===== src/thf_pkg.sv =====
package thf_pkg;

	typedef struct packed {
		logic signed [15:0] sample;
		logic [15:0]        channel_id;
		logic               last_sample;
	} in_t;

	typedef struct packed {
		logic [15:0]        hit_channel;
		logic [15:0]        start_time;
		logic signed [31:0] hit_charge;
		logic [15:0]        time_over_threshold;
	} out_t;

	// finished hit waiting for the charge division
	typedef struct packed {
		logic [15:0]        chan;
		logic [15:0]        start;
		logic signed [31:0] charge;
		logic [15:0]        dur;
	} hit_req_t;

	typedef struct packed {
		logic [14:0] threshold;
		logic [4:0]  factor;
		logic [15:0] gain;
	} cfg_t;

	typedef struct packed {
		logic full;
		logic empty;
	} q_stat_t;

	localparam logic [1:0] REG_THRESHOLD = 2'd0;
	localparam logic [1:0] REG_FACTOR    = 2'd1;
	localparam logic [1:0] REG_GAIN      = 2'd2;

	localparam logic [14:0] THRESHOLD_RST = 15'd10;
	localparam logic [4:0]  FACTOR_RST    = 5'd1;
	localparam logic [15:0] GAIN_RST      = 16'd99;

endpackage


===== src/threshold_hit_finder.sv =====
// Channel  Handshake                 Payload  Direction
// req      req_valid / req_ready     in_t     sample in
// hit      hit_valid / hit_ready     out_t    hit out
// apb      psel/penable/pwrite/pready cfg regs at 0x0, 0x4, 0x8
//
// Samples are taken one per cycle while the two-entry hit queue has room.
// Each finished hit passes through the serial divider (load, 32 quotient
// steps, output) and then waits in the output for hit_ready; the divider
// sets the sustained hit rate.
// Reset clears the hit state, sample index and queue; registers return to
// threshold 10, factor 1, gain 99.
module threshold_hit_finder import thf_pkg::*; #(
	parameter int MAX_SAMPLES = 4096
) (
	input  logic        clk,
	input  logic        arst_n,
	input  logic        req_valid,
	output logic        req_ready,
	input  in_t         req,
	output logic        hit_valid,
	input  logic        hit_ready,
	output out_t        hit,
	input  logic        psel,
	input  logic        penable,
	input  logic        pwrite,
	input  logic [3:0]  paddr,
	input  logic [31:0] pwdata,
	output logic [31:0] prdata,
	output logic        pready
);

	cfg_t     cfg_q;
	logic     push;
	logic     pop;
	hit_req_t push_data;
	hit_req_t q_data;
	q_stat_t  q_stat;
	logic     wr_en;

	assign pready = 1'b1;
	assign wr_en  = psel && penable && pwrite && pready;

	always_ff @(posedge clk or negedge arst_n) begin
		if (!arst_n) begin
			cfg_q.threshold <= THRESHOLD_RST;
			cfg_q.factor    <= FACTOR_RST;
			cfg_q.gain      <= GAIN_RST;
		end else if (wr_en) begin
			case (paddr[3:2])
				REG_THRESHOLD: cfg_q.threshold <= pwdata[14:0];
				REG_FACTOR:    cfg_q.factor    <= pwdata[4:0];
				REG_GAIN:      cfg_q.gain      <= pwdata[15:0];
				default:       cfg_q           <= cfg_q;
			endcase
		end
	end

	always_comb begin
		case (paddr[3:2])
			REG_THRESHOLD: prdata = 32'(cfg_q.threshold);
			REG_FACTOR:    prdata = 32'(cfg_q.factor);
			REG_GAIN:      prdata = 32'(cfg_q.gain);
			default:       prdata = '0;
		endcase
	end

	thf_front #(
		.MAX_SAMPLES(MAX_SAMPLES)
	) u_front (
		.clk       (clk),
		.arst_n    (arst_n),
		.cfg       (cfg_q),
		.req_valid (req_valid),
		.req_ready (req_ready),
		.req       (req),
		.q_stat    (q_stat),
		.push      (push),
		.push_data (push_data)
	);

	thf_fifo u_fifo (
		.clk     (clk),
		.arst_n  (arst_n),
		.push    (push),
		.wr_data (push_data),
		.pop     (pop),
		.rd_data (q_data),
		.stat    (q_stat)
	);

	thf_div u_div (
		.clk       (clk),
		.arst_n    (arst_n),
		.gain      (cfg_q.gain),
		.q_stat    (q_stat),
		.q_data    (q_data),
		.pop       (pop),
		.hit_valid (hit_valid),
		.hit_ready (hit_ready),
		.hit       (hit)
	);

`ifndef SYNTHESIS
	a_no_push_full: assert property (@(posedge clk) disable iff (!arst_n)
		push |-> !q_stat.full) else $error("hit queue overrun");

	a_no_pop_empty: assert property (@(posedge clk) disable iff (!arst_n)
		pop |-> !q_stat.empty) else $error("hit queue underrun");

	a_last_no_hit: assert property (@(posedge clk) disable iff (!arst_n)
		(req_valid && req_ready && req.last_sample) |-> !push)
		else $error("hit emitted on last sample");

	a_pop_idle_out: assert property (@(posedge clk) disable iff (!arst_n)
		pop |=> !hit_valid) else $error("divider took a hit while output busy");
`endif

endmodule


===== src/thf_front.sv =====
module thf_front import thf_pkg::*; #(
	parameter int MAX_SAMPLES = 4096
) (
	input  logic     clk,
	input  logic     arst_n,
	input  cfg_t     cfg,
	input  logic     req_valid,
	output logic     req_ready,
	input  in_t      req,
	input  q_stat_t  q_stat,
	output logic     push,
	output hit_req_t push_data
);

	localparam int IW = $clog2(MAX_SAMPLES);
	localparam logic [IW-1:0] IDX_LAST = IW'(MAX_SAMPLES - 1);

	logic               in_hit_q;
	logic [IW-1:0]      idx_q;
	logic [15:0]        start_q;
	logic signed [31:0] charge_q;
	logic [15:0]        dur_q;

	logic               accept;
	logic               over;
	logic signed [21:0] wprod;
	logic signed [33:0] csum;
	logic signed [31:0] csat;
	logic [16:0]        dsum;
	logic [15:0]        dsat;
	logic [IW+4:0]      sprod;

	assign req_ready = !q_stat.full;
	assign accept    = req_valid && req_ready;
	assign over      = req.sample > $signed({1'b0, cfg.threshold});

	assign wprod = req.sample * $signed({1'b0, cfg.factor});
	assign csum  = {{2{charge_q[31]}}, charge_q} + {{12{wprod[21]}}, wprod};
	always_comb begin
		if (csum[33:31] == 3'b000 || csum[33:31] == 3'b111) begin
			csat = csum[31:0];
		end else if (csum[33]) begin
			csat = 32'sh8000_0000;
		end else begin
			csat = 32'sh7fff_ffff;
		end
	end

	assign dsum = {1'b0, dur_q} + 17'(cfg.factor);
	assign dsat = dsum[16] ? 16'hffff : dsum[15:0];

	assign sprod = idx_q * cfg.factor;

	assign push = accept && !req.last_sample && !over && in_hit_q;
	always_comb begin
		push_data.chan   = req.channel_id;
		push_data.start  = start_q;
		push_data.charge = charge_q;
		push_data.dur    = dur_q;
	end

	always_ff @(posedge clk or negedge arst_n) begin
		if (!arst_n) begin
			in_hit_q <= 1'b0;
			idx_q    <= '0;
			start_q  <= '0;
			charge_q <= '0;
			dur_q    <= '0;
		end else if (accept) begin
			if (req.last_sample) begin
				in_hit_q <= 1'b0;
				idx_q    <= '0;
				start_q  <= '0;
				charge_q <= '0;
				dur_q    <= '0;
			end else begin
				if (over && !in_hit_q) begin
					start_q  <= 16'(sprod);
					charge_q <= 32'(req.sample);
					dur_q    <= 16'(cfg.factor);
				end else if (over) begin
					charge_q <= csat;
					dur_q    <= dsat;
				end
				in_hit_q <= over;
				idx_q    <= (idx_q == IDX_LAST) ? '0 : idx_q + 1'b1;
			end
		end
	end

endmodule


===== src/thf_fifo.sv =====
module thf_fifo import thf_pkg::*; (
	input  logic     clk,
	input  logic     arst_n,
	input  logic     push,
	input  hit_req_t wr_data,
	input  logic     pop,
	output hit_req_t rd_data,
	output q_stat_t  stat
);

	hit_req_t   mem_q [2];
	logic       wr_q;
	logic       rd_q;
	logic [1:0] cnt_q;

	assign stat.full  = (cnt_q == 2'd2);
	assign stat.empty = (cnt_q == 2'd0);
	assign rd_data    = mem_q[rd_q];

	always_ff @(posedge clk) begin
		if (push) begin
			mem_q[wr_q] <= wr_data;
		end
	end

	always_ff @(posedge clk or negedge arst_n) begin
		if (!arst_n) begin
			wr_q  <= 1'b0;
			rd_q  <= 1'b0;
			cnt_q <= 2'd0;
		end else begin
			if (push) begin
				wr_q <= !wr_q;
			end
			if (pop) begin
				rd_q <= !rd_q;
			end
			case ({push, pop})
				2'b10:   cnt_q <= cnt_q + 2'd1;
				2'b01:   cnt_q <= cnt_q - 2'd1;
				default: cnt_q <= cnt_q;
			endcase
		end
	end

endmodule


===== src/thf_div.sv =====
module thf_div import thf_pkg::*; (
	input  logic        clk,
	input  logic        arst_n,
	input  logic [15:0] gain,
	input  q_stat_t     q_stat,
	input  hit_req_t    q_data,
	output logic        pop,
	output logic        hit_valid,
	input  logic        hit_ready,
	output out_t        hit
);

	typedef enum logic [1:0] {ST_IDLE, ST_DIV, ST_OUT} state_t;

	state_t      state_q;
	logic [31:0] dvd_q;
	logic [15:0] rem_q;
	logic [15:0] dsr_q;
	logic [4:0]  cnt_q;
	logic        neg_q;
	logic [15:0] chan_q;
	logic [15:0] start_q;
	logic [15:0] dur_q;
	out_t        hit_q;

	logic [16:0] trial;
	logic        qbit;
	logic [31:0] quo;

	assign pop       = (state_q == ST_IDLE) && !q_stat.empty;
	assign hit_valid = (state_q == ST_OUT);
	assign hit       = hit_q;

	// restoring division on the magnitude, one quotient bit per cycle
	assign trial = {rem_q, dvd_q[31]};
	assign qbit  = (trial >= {1'b0, dsr_q});
	assign quo   = {dvd_q[30:0], qbit};

	always_ff @(posedge clk or negedge arst_n) begin
		if (!arst_n) begin
			state_q <= ST_IDLE;
			dvd_q   <= '0;
			rem_q   <= '0;
			dsr_q   <= '0;
			cnt_q   <= '0;
			neg_q   <= 1'b0;
			chan_q  <= '0;
			start_q <= '0;
			dur_q   <= '0;
			hit_q   <= '0;
		end else begin
			case (state_q)
				ST_IDLE: begin
					if (!q_stat.empty) begin
						neg_q   <= q_data.charge[31];
						dvd_q   <= q_data.charge[31] ? 32'(-q_data.charge) : q_data.charge;
						rem_q   <= '0;
						dsr_q   <= (gain == 16'd0) ? 16'd1 : gain;
						cnt_q   <= '0;
						chan_q  <= q_data.chan;
						start_q <= q_data.start;
						dur_q   <= q_data.dur;
						state_q <= ST_DIV;
					end
				end
				ST_DIV: begin
					rem_q <= qbit ? 16'(trial - {1'b0, dsr_q}) : trial[15:0];
					dvd_q <= quo;
					cnt_q <= cnt_q + 5'd1;
					if (cnt_q == 5'd31) begin
						hit_q.hit_channel         <= chan_q;
						hit_q.start_time          <= start_q;
						hit_q.hit_charge          <= neg_q ? -$signed(quo) : $signed(quo);
						hit_q.time_over_threshold <= dur_q;
						state_q                   <= ST_OUT;
					end
				end
				ST_OUT: begin
					if (hit_ready) begin
						state_q <= ST_IDLE;
					end
				end
				default: state_q <= ST_IDLE;
			endcase
		end
	end

endmodule


===== config.mk =====
export PLATFORM = sky130hd
export DESIGN_NAME = threshold_hit_finder
export DESIGN_NICKNAME = d
export VERILOG_FILES = /design/src/thf_pkg.sv /design/src/threshold_hit_finder.sv /design/src/thf_front.sv /design/src/thf_fifo.sv /design/src/thf_div.sv
export SDC_FILE = /design/constraint.sdc
export NUM_CORES = 1
export LEC_CHECK = 0
export ABC_CLOCK_PERIOD_IN_PS = 11400
export BUFFER_PORTS_ARGS = -buffer_cell sky130_fd_sc_hd__buf_2
export CAP_MARGIN = 20
export CORE_MARGIN = 10
export CORE_UTILIZATION = 65
export DETAILED_ROUTE_END_ITERATION = 6
export PLACE_DENSITY = 0.83
export SLEW_MARGIN = 10
export SYNTH_ARGS = -nofsm -noshare
export SYNTH_HDL_FRONTEND = slang
export SYNTH_SLANG_ARGS = --single-unit

===== constraint.sdc =====
create_clock -name clk -period 11.4 [get_ports clk]
set_input_delay 2.28 -clock clk [delete_from_list [all_inputs] [get_ports clk]]
set_output_delay 2.28 -clock clk [all_outputs]
set_load 0.02 [all_outputs]

==> impl.org, run 1 <==
** Timing
- Period Utilization, post-route :: 70.3%
- Total Negative Setup Slacks :: 0 ps
- The smallest clock period supported by the final layout is computed as 8020 ps.
- In this run the tightest slew margin relative to its limit is 29.8%.
- The number of slew-limit violations in the final report was 0.
- Smallest hold slack :: 467 ps
- Unrepaired setup endpoints after global routing :: false
- Setup violations remaining at the end of the flow were counted as 0.
- Timing would allow up to 125 MHz.
- Transition time at the pin with the least slew margin :: 1050 ps
- Clock skew on the completed layout was measured at 14.2 ps.
- Post-route setup slack :: 3380 ps
- The final-report hold violation count was 0.

** Clocking
- Clock insertion delay at the later pin of the skew report :: 580 ps
- Number of hold buffers added after cts :: 0
- Quantity of gates resized following cts :: 0
- TritonCTS clock tree :: yes
- Clock sinks :: 477
- Cts bufs inserted :: 48
- Depth of the CTS H-tree :: 2
- Post-CTS timing repair inserted 0 buffers for setup.
- Reg clk slew, reported paths :: 70 ps
- The cell sitting at the root of the clock tree is a clkbuf_16.
- Number of buffers between clock root and the deepest sink :: 3

** Critical path
- Highest fanout seen on the critical path :: 11
- The worst setup path is of the in2reg kind.
- Worst Setup End Kind :: flop
- Critical Path RT :: 11,800 ps
- Arr. time, crit path :: 8410 ps
- The worst setup path is launched from an input port.

** Finish
- Number of filler cells placed in the layout :: 2,924
- Final std cell area, no fill :: 30,500 um^2
- The final layout contains 3,025 nets.
- Commonest non-fill, non-tap cell in the layout :: dfrtp_1
- Fraction of layout instances using a drive strength above 1 :: 14.0%
- Layout area overhead :: 10.1%
- In the layout the commonest cells are 309 x dfrtp_1, 287 x nand2_1, 254 x o21ai_0.

** Power
- After layout, the design draws a total of 8080 uW.
- The analysis attributes to cell leakage a power of 0.0139 uW.
- Switching portion of total power :: 41.9%
- In this run the power density over the cells is 265 nW/um^2.
- In this run the power spent charging and discharging nets is 3380 uW.
- Combinational cells account for 48.1% of the total power.
- Per report_power, the sequential group accounts for 32.0% of the total.
- Internal Power :: 4700 uW
- Fraction of power consumed by the clock network :: 19.9%
- Maximum vdd ir drop :: 0.142 mV

** Global route
- Global routing consumed, over all layers together, 24.9% of the routing resources.
- Wire length of the first global-routing pass :: 103,000 um
- For this run the aggregate overflow at the end of global routing stands at 0.
- Entering global routing, the biggest net connects 102 pins.
- Via count of the first global-routing pass :: 20,200
- The number of antenna violations at the first check in global routing came to 2.

** Route
- The final layout contains routed wiring with a total length of 63,900 um.
- Before antenna repair, the detailed router went through 7 iterations.
- Remaining number of nets flagged by the antenna check after routing :: 0
- In the routed design, unresolved DRC markers number 8.
- In this run, the number of DRC markers left after iteration 0 of detailed routing was 1,486.
- Vias per cell :: 6.10
- The routed layout has 20,100 vias.
- Wire length per cell after detailed routing :: 19.4 um

** Run status
- Result of the run :: finished with violations
- The final reports fail on design-rule violations.

** Synth
- Number of distinct library cell variants in the gate-level netlist after synthesis :: 82
- Synthesized cell area :: 27,800 um^2
- In this run, synthesis inferred 160 flip-flops with an integrated enable.
- Among all flip-flop cells after synthesis, the most frequent one is dfrtp_1.
- Synth async-reset ratio :: 66.5%
- Flip-flop and latch count after synthesis :: 477
- The cell count after synthesis came out at 2,611.
- Share of the yosys chip area belonging to registers :: 45.9%
- YS warnings :: 0
- After synthesis, the mean cell area works out to 10.6 um^2.

** Placement
- Final GP Congestion :: 0.907
- Buffers added on ports :: 155
- Post-detailed-placement half-perimeter wirelength :: 44,700 um
- Timing analysis after detailed placement gives a worst setup slack of 2510 ps.
- Once placement finished, the instance area stood at 28,900 um^2.

** Floorplanning
- Initial Util :: 66.0%
- CORE AREA :: 42,000 um^2
- The die is 227 um wide.
- Row Count :: 75
- Ports :: 191
- The die covers 51,400 um^2.
- Chip height :: 227 um

** Worst hold path
- Path class of the lowest-slack min-delay path :: reg2reg

** Flow run
- Across the run, the number of max-cap violations was 0.
==> cell type report <==
cell class	instances	area [um^2]	share of cell area, %
flip-flops and latches	477	12700	41.7
repair buffers	182	992	3.25
clock buffers	65	1370	4.48
diodes	2	5.00	0.0164
clock inverters	24	260	0.852
multi-input cells	1807	13800	45.0
well taps	539	674	2.21
inverters	199	747	2.45
==> cell families (layout without fill, tap and decap cells) <==
kind of cell | after synthesis | in the layout | synth area share, %
flip-flops | 477 | 477 | 45.9
multiplexers | 187 | 187 | 7.09
buffers and inverters | 342 | 470 | 4.93
XOR/XNOR | 117 | 117 | 3.69
other | 2 | 19 | 0.0271
adder cells (fa/ha/maj) | 234 | 234 | 13.5
AO/OA/AOI/OAI | 577 | 577 | 13.1
AND/OR/NAND/NOR | 675 | 675 | 11.8
==> routing by layer <==
layer | part of all wire (%) | vias up | track usage (%) | routed length, um
met5 | 0 | - | 0 | 0
met4 | 2.6 | 0 | 8.61 | 1650
met3 | 5.7 | 112 | 3.37 | 3660
met2 | 49 | 640 | 41.2 | 31100
met1 | 43 | 10100 | 33.2 | 27400
li1 | - | 9294 | - | -
==> power groups by stage <==
| stage | Combinational, uW | Sequential [uW] | Clock (uW) |
|---|---|---|---|
| global placement | 3640 | 2570 | 0 |
| detailed placement | 3800 | 2600 | 0 |
| global route | 4340 | 2640 | 1700 |
| CTS | 3850 | 2580 | 1630 |
| finish | 3880 | 2590 | 1610 |
| floorplan | 2880 | 2560 | 0 |
==> through the flow <==
stage,cells,utilization (%)
detailed placement,3202,68.7
finish,3295,72.7
floorplan,2626,-
CTS,3291,72.6
global route,3295,72.7
global placement,3200,68.7
==> critical path: stages <==
cell	delay (ps)
buf_2	160
nand2_1	180
fa_1	670
inv_1	70
ha_1	320
inv_1	70
fa_1	460
inv_1	530
fa_1	550
ha_1	420
nand4_1	190
nor2_1	290
nand2_1	80
a31oi_1	210
mux2_2	360
a41o_1	220
or2_2	370
xor2_1	640
buf_6	230
a22oi_1	80
==> worst paths after layout <==
check,slack (ps),endpoint,cells after the start,start
setup / recovery,3380,u_front.charge_q[22],20,req[32]
hold / removal,470,u_fifo.mem_q[1][54],0,u_front.start_q[6]
setup reg to reg,4160,u_front.charge_q[22],19,cfg_q[16]
hold reg to reg,470,u_fifo.mem_q[1][54],0,u_front.start_q[6]
max in group asynchronous,7640,u_fifo.rd_q,3,arst_n
min in group asynchronous,1580,u_div.hit[69],1,arst_n
==> state kept, by name (all words and copies together), names as in the netlist, 32 cells and up <==
name              count
u_fifo.mem_q        160
u_div.hit            80
cfg_q                36
u_div.dvd_q          32
u_front.charge_q     32
==> cells in the mapped netlist, types with 71 or more instances <==
master | number | area [um^2]
a21oi_1 | 71 | 355
and2_1 | 104 | 651
clkbuf_1 | 102 | 383
dfrtp_1 | 310 | 7760
edfxtp_1 | 160 | 4800
fa_1 | 108 | 2160
ha_1 | 126 | 1580
inv_1 | 198 | 743
mux2_2 | 77 | 867
mux2i_1 | 110 | 1100
nand2_1 | 288 | 1080
nor2_1 | 96 | 360
o21ai_0 | 255 | 1280
Power figures use the tool's default switching activity.
==> inputs of run 2 (changes only) <==
--- a/config.mk
+++ b/config.mk
@@ -5,13 +5,14 @@
 export SDC_FILE = /design/constraint.sdc
 export NUM_CORES = 1
 export LEC_CHECK = 0
-export ABC_CLOCK_PERIOD_IN_PS = 11400
+export ABC_AREA = 1
+export ABC_CLOCK_PERIOD_IN_PS = 8250
 export BUFFER_PORTS_ARGS = -buffer_cell sky130_fd_sc_hd__buf_2
 export CAP_MARGIN = 20
 export CORE_MARGIN = 10
-export CORE_UTILIZATION = 65
+export CORE_UTILIZATION = 62
 export DETAILED_ROUTE_END_ITERATION = 6
-export PLACE_DENSITY = 0.83
+export PLACE_DENSITY = 0.79
 export SLEW_MARGIN = 10
 export SYNTH_ARGS = -nofsm -noshare
 export SYNTH_HDL_FRONTEND = slang
==> constraint.sdc (replaced) <==
create_clock -name clk -period 8.25 [get_ports clk]
set_input_delay 1.65 -clock clk [delete_from_list [all_inputs] [get_ports clk]]
set_output_delay 1.65 -clock clk [all_outputs]
set_load 0.02 [all_outputs]
==> impl.org, run 2 <==
** Run status
- Result of the run :: complete, no violations

** Clocking
- TritonCTS built the clock tree.
- The number of H-tree levels came to 2 (unchanged).
- Reg clk slew, reported paths :: 60 ps (about the same)
- The largest buffer count on any clock path was 3 (unchanged).
- The clock latency of the later-clocked register in the worst-skew pair is 590 ps (about the same).
- The post-cts repair resize count was 0 (unchanged).
- CTS placed an instance of clkbuf_16 at the clock tree root.
- The post-CTS setup buffer count is 0 (unchanged).
- The TritonCTS buffer count is 49 (+2.1%).
- The number of hold-repair buffers added at the cts stage came to 0 (unchanged).
- Clock sinks :: 477 (unchanged)

** Global route
- Via count of the first global-routing pass :: 22,300 (+10%)
- The total grt overflow came to 0 (unchanged).
- Number of antenna violations at the first check in global routing :: 2 (unchanged)
- Maximum number of pins on one net before global-route repair :: 148 (+45%)
- The global-route wire length before repair came to 114,000 um (+11%).
- The total routing usage reported by global routing was 24.9% (about the same).

** Synth
- Most common library cells after synthesis :: 1,132 x nand2_1, 479 x inv_1, 310 x dfrtp_1
- The fraction of synthesized cell area taken by the top area cell type was 26.8% (-1.1 points).
- The number of synthesized flops with an enable pin came to 160 (unchanged).
- In the synthesized netlist the dominant register cell turns out to be dfrtp_1.
- Number of distinct library cell variants in the gate-level netlist after synthesis :: 59 (-28%)
- The mean cell area of the mapped netlist is 8.38 um^2 (-21%).
- Ranked by total cell area, the synthesized netlist is headed by dfrtp_1 27%, edfxtp_1 17%, nand2_1 15%.
- The proportion of synthesized chip area in sequential cells came to 44.1% (-1.9 points).
- YS warnings :: 0 (unchanged)
- The area of the mapped netlist is 28,900 um^2 (+4.2%).
- Cell with the most instances after synthesis :: nand2_1
- Most area-hungry cell type in the Yosys netlist :: dfrtp_1
- Synth async-reset ratio :: 66.5% (unchanged)
- Flip-flop and latch count after synthesis :: 477 (unchanged)
- Mapped Cells :: 3,449 (+32%)

** Floorplanning
- The effective utilization at floorplan came to 62.4% (-3.6 points).
- The core area is 46,400 um^2 (+10%).
- The die footprint came to 55,700 um^2 (+8.4%).
- Chip height :: 236 um (+4.1%)
- Die W :: 236 um (+4.1%)
- The floorplan row count was 79 (+5.3%).
- Ports :: 191 (unchanged)

** Power
- The cell leakage power was 0.0164 uW (+18%).
- The power per standard cell area was 371 nW/um^2 (+40%).
- Maximum vdd ir drop :: 0.254 mV (+79%)
- Pwr Total :: 11,800 uW (+45%)

** Timing
- Period Utilization, post-route :: 76.7%
- Time the final worst path needs with I/O delays and setup :: 6330 ps
- The relative slew slack is 31.3% (+1.5 points).
- The final-report setup violation count was 0 (unchanged).
- Unrepaired setup endpoints after global routing :: false
- Transition time at the pin with the least slew margin :: 1030 ps (-22.3 ps)
- Static timing analysis puts the maximum clock frequency at 158 MHz.
- The final-report hold violation count was 0 (unchanged).
- The number of slew-limit violations in the final report was 0 (unchanged).
- The final sum of negative setup slack was 0 ps (unchanged).
- Worst clock skew :: 18.3 ps (+4.15 ps)
- The worst-case hold slack was 461 ps (-6.53 ps).

** Finish
- Commonest cells after routing, fill and taps aside :: 1,131 x nand2_1, 479 x inv_1, 309 x dfrtp_1
- The utilization after layout came to 68.4% (-4.2 points).
- The post-layout instance area is 31,700 um^2 (+3.8%).
- Commonest non-fill, non-tap cell in the layout :: nand2_1
- Counting flops per register, the top entry is u_fifo.mem_q.
- The share of post-route cells with drive strength above 1 was 9.70% (-4.3 points).
- The net total in the final layout is 3,859 (+28%).
- Compared with the post-synthesis result, the final layout area differs by 9.69%.
- Number of flip-flops under the largest register name :: 160 (unchanged)

** Route
- The detailed-route via count was 22,900 (+14%).
- The remaining routing DRC violations was 0 (-8).
- The routed wire length was 69,700 um (+9.1%).
- The post-route antenna net violation count is 0 (unchanged).
- Vias per cell :: 5.45 (-11%)
- The average wire per standard cell came to 16.6 um (-14%).
- The detailed router's first-iteration violation count is 2,083 (+40%).
- The number of search-and-repair iterations in the first detailed-routing pass came to 5 (-2).

** Critical path
- Critical Path RT :: 8760 ps (-3040 ps)
- CP Launch Type :: input port
- Arr. time, crit path :: 6840 ps (-1570 ps)
- Worst setup path category :: in2reg
- Highest fanout seen on the critical path :: 16 (+5)
- Worst Setup End Kind :: flop

** Placement
- The routability-driven placement congestion ratio came to 0.960 (+5.8%).
- The cell area reported after detailed placement is 30,000 um^2 (+3.9%).
- The port buffer count was 155 (unchanged).
- The detailed placer's ending HPWL was 50,200 um (+12%).

** Flow run
- Total of max-cap violations :: 0 (unchanged)

** Worst hold path
- Path class of the lowest-slack min-delay path :: reg2reg
-- run 2: cell count changes after synthesis, moves of 21 or more --
cell     previous run  this run
a21o_1             32         5
a21oi_1            71        97
a22oi_1            39         1
a31oi_1            21        52
and2_1            104         4
inv_1             198       479
mux2_2             77         0
mux2i_1           110         0
nand2_1           288      1132
nand2_2             0        21
nand3_1            40       111
nor2_1             96       191
o21ai_0           255       157
o22ai_1             2        26
-- run 2: cells by family after synthesis --
group	count (synthesis)	share of synthesized area [%]
and+or+nand+nor	1549	21.9
buffers and inverters	634	8.87
DFF	477	44.1
AOI/OAI and AO/OA	457	9.34
adders and majority gates	234	12.9
xor gates and xnor gates	96	2.91
other	2	0.0260
-- run 2: area by class of cell --
type	instances	area, um^2
clock inverter	30	354
sequential	477	12700
multi-input combinational	2353	13700
fill	3666	14600
tap	607	759
antenna	2	5.00
inverter	494	1860
timing repair buffer	174	961
clock buffer	61	1330
-- run 2: where the power goes --
part / internal, uW / switching, uW
clock: 1370 / 935
combinational: 2030 / 3800
sequential: 3090 / 526
total: 6500 / 5260
-- run 2: stage by stage --
step                cells  setup slack, ps
CTS                  4196             1940
finish               4198             1920
detailed placement   4105             1320
floorplan            3464             1700
global route         4198             1320
global placement     4104             1390
-- run 2: worst max-delay path, cell delays in order --
cell and delay (ps):
buf_2 260, nand2_1 240, fa_1 640, inv_1 70, ha_1 320, inv_1 70
fa_1 460, inv_1 520, fa_1 540, ha_1 370, a21oi_1 220, nand2_1 100
nand2_1 60, nand2_1 50, a21oi_1 250, nand2_1 120, nand2_1 80, nand2_2 90
nand2_4 190, nand2_1 90, inv_2 260, nand2_1 100, nand2_1 70
-- run 2: path summary, 6_finish.rpt --
| check | startpoint | to | slack [ps] | depth (start not counted) |
|---|---|---|---|---|
| worst max-delay path | req[32] | u_front.charge_q[17] | 1920 | 23 |
| worst min-delay path | u_front.start_q[12] | u_fifo.mem_q[0][60] | 460 | 0 |
| worst max register to register | cfg_q[17] | u_front.charge_q[17] | 2540 | 23 |
| worst min register to register | u_front.start_q[12] | u_fifo.mem_q[0][60] | 460 | 0 |
| max in group asynchronous | arst_n | u_front.dur_q[13] | 5730 | 2 |
| min in group asynchronous | arst_n | u_div.hit[67] | 1100 | 1 |
-- run 2: layer usage --
metal	track usage, %	share of wire [%]
met5	0	0
met4	8.26	3.0
met3	3.53	6.4
met2	40.1	47
met1	34.1	44
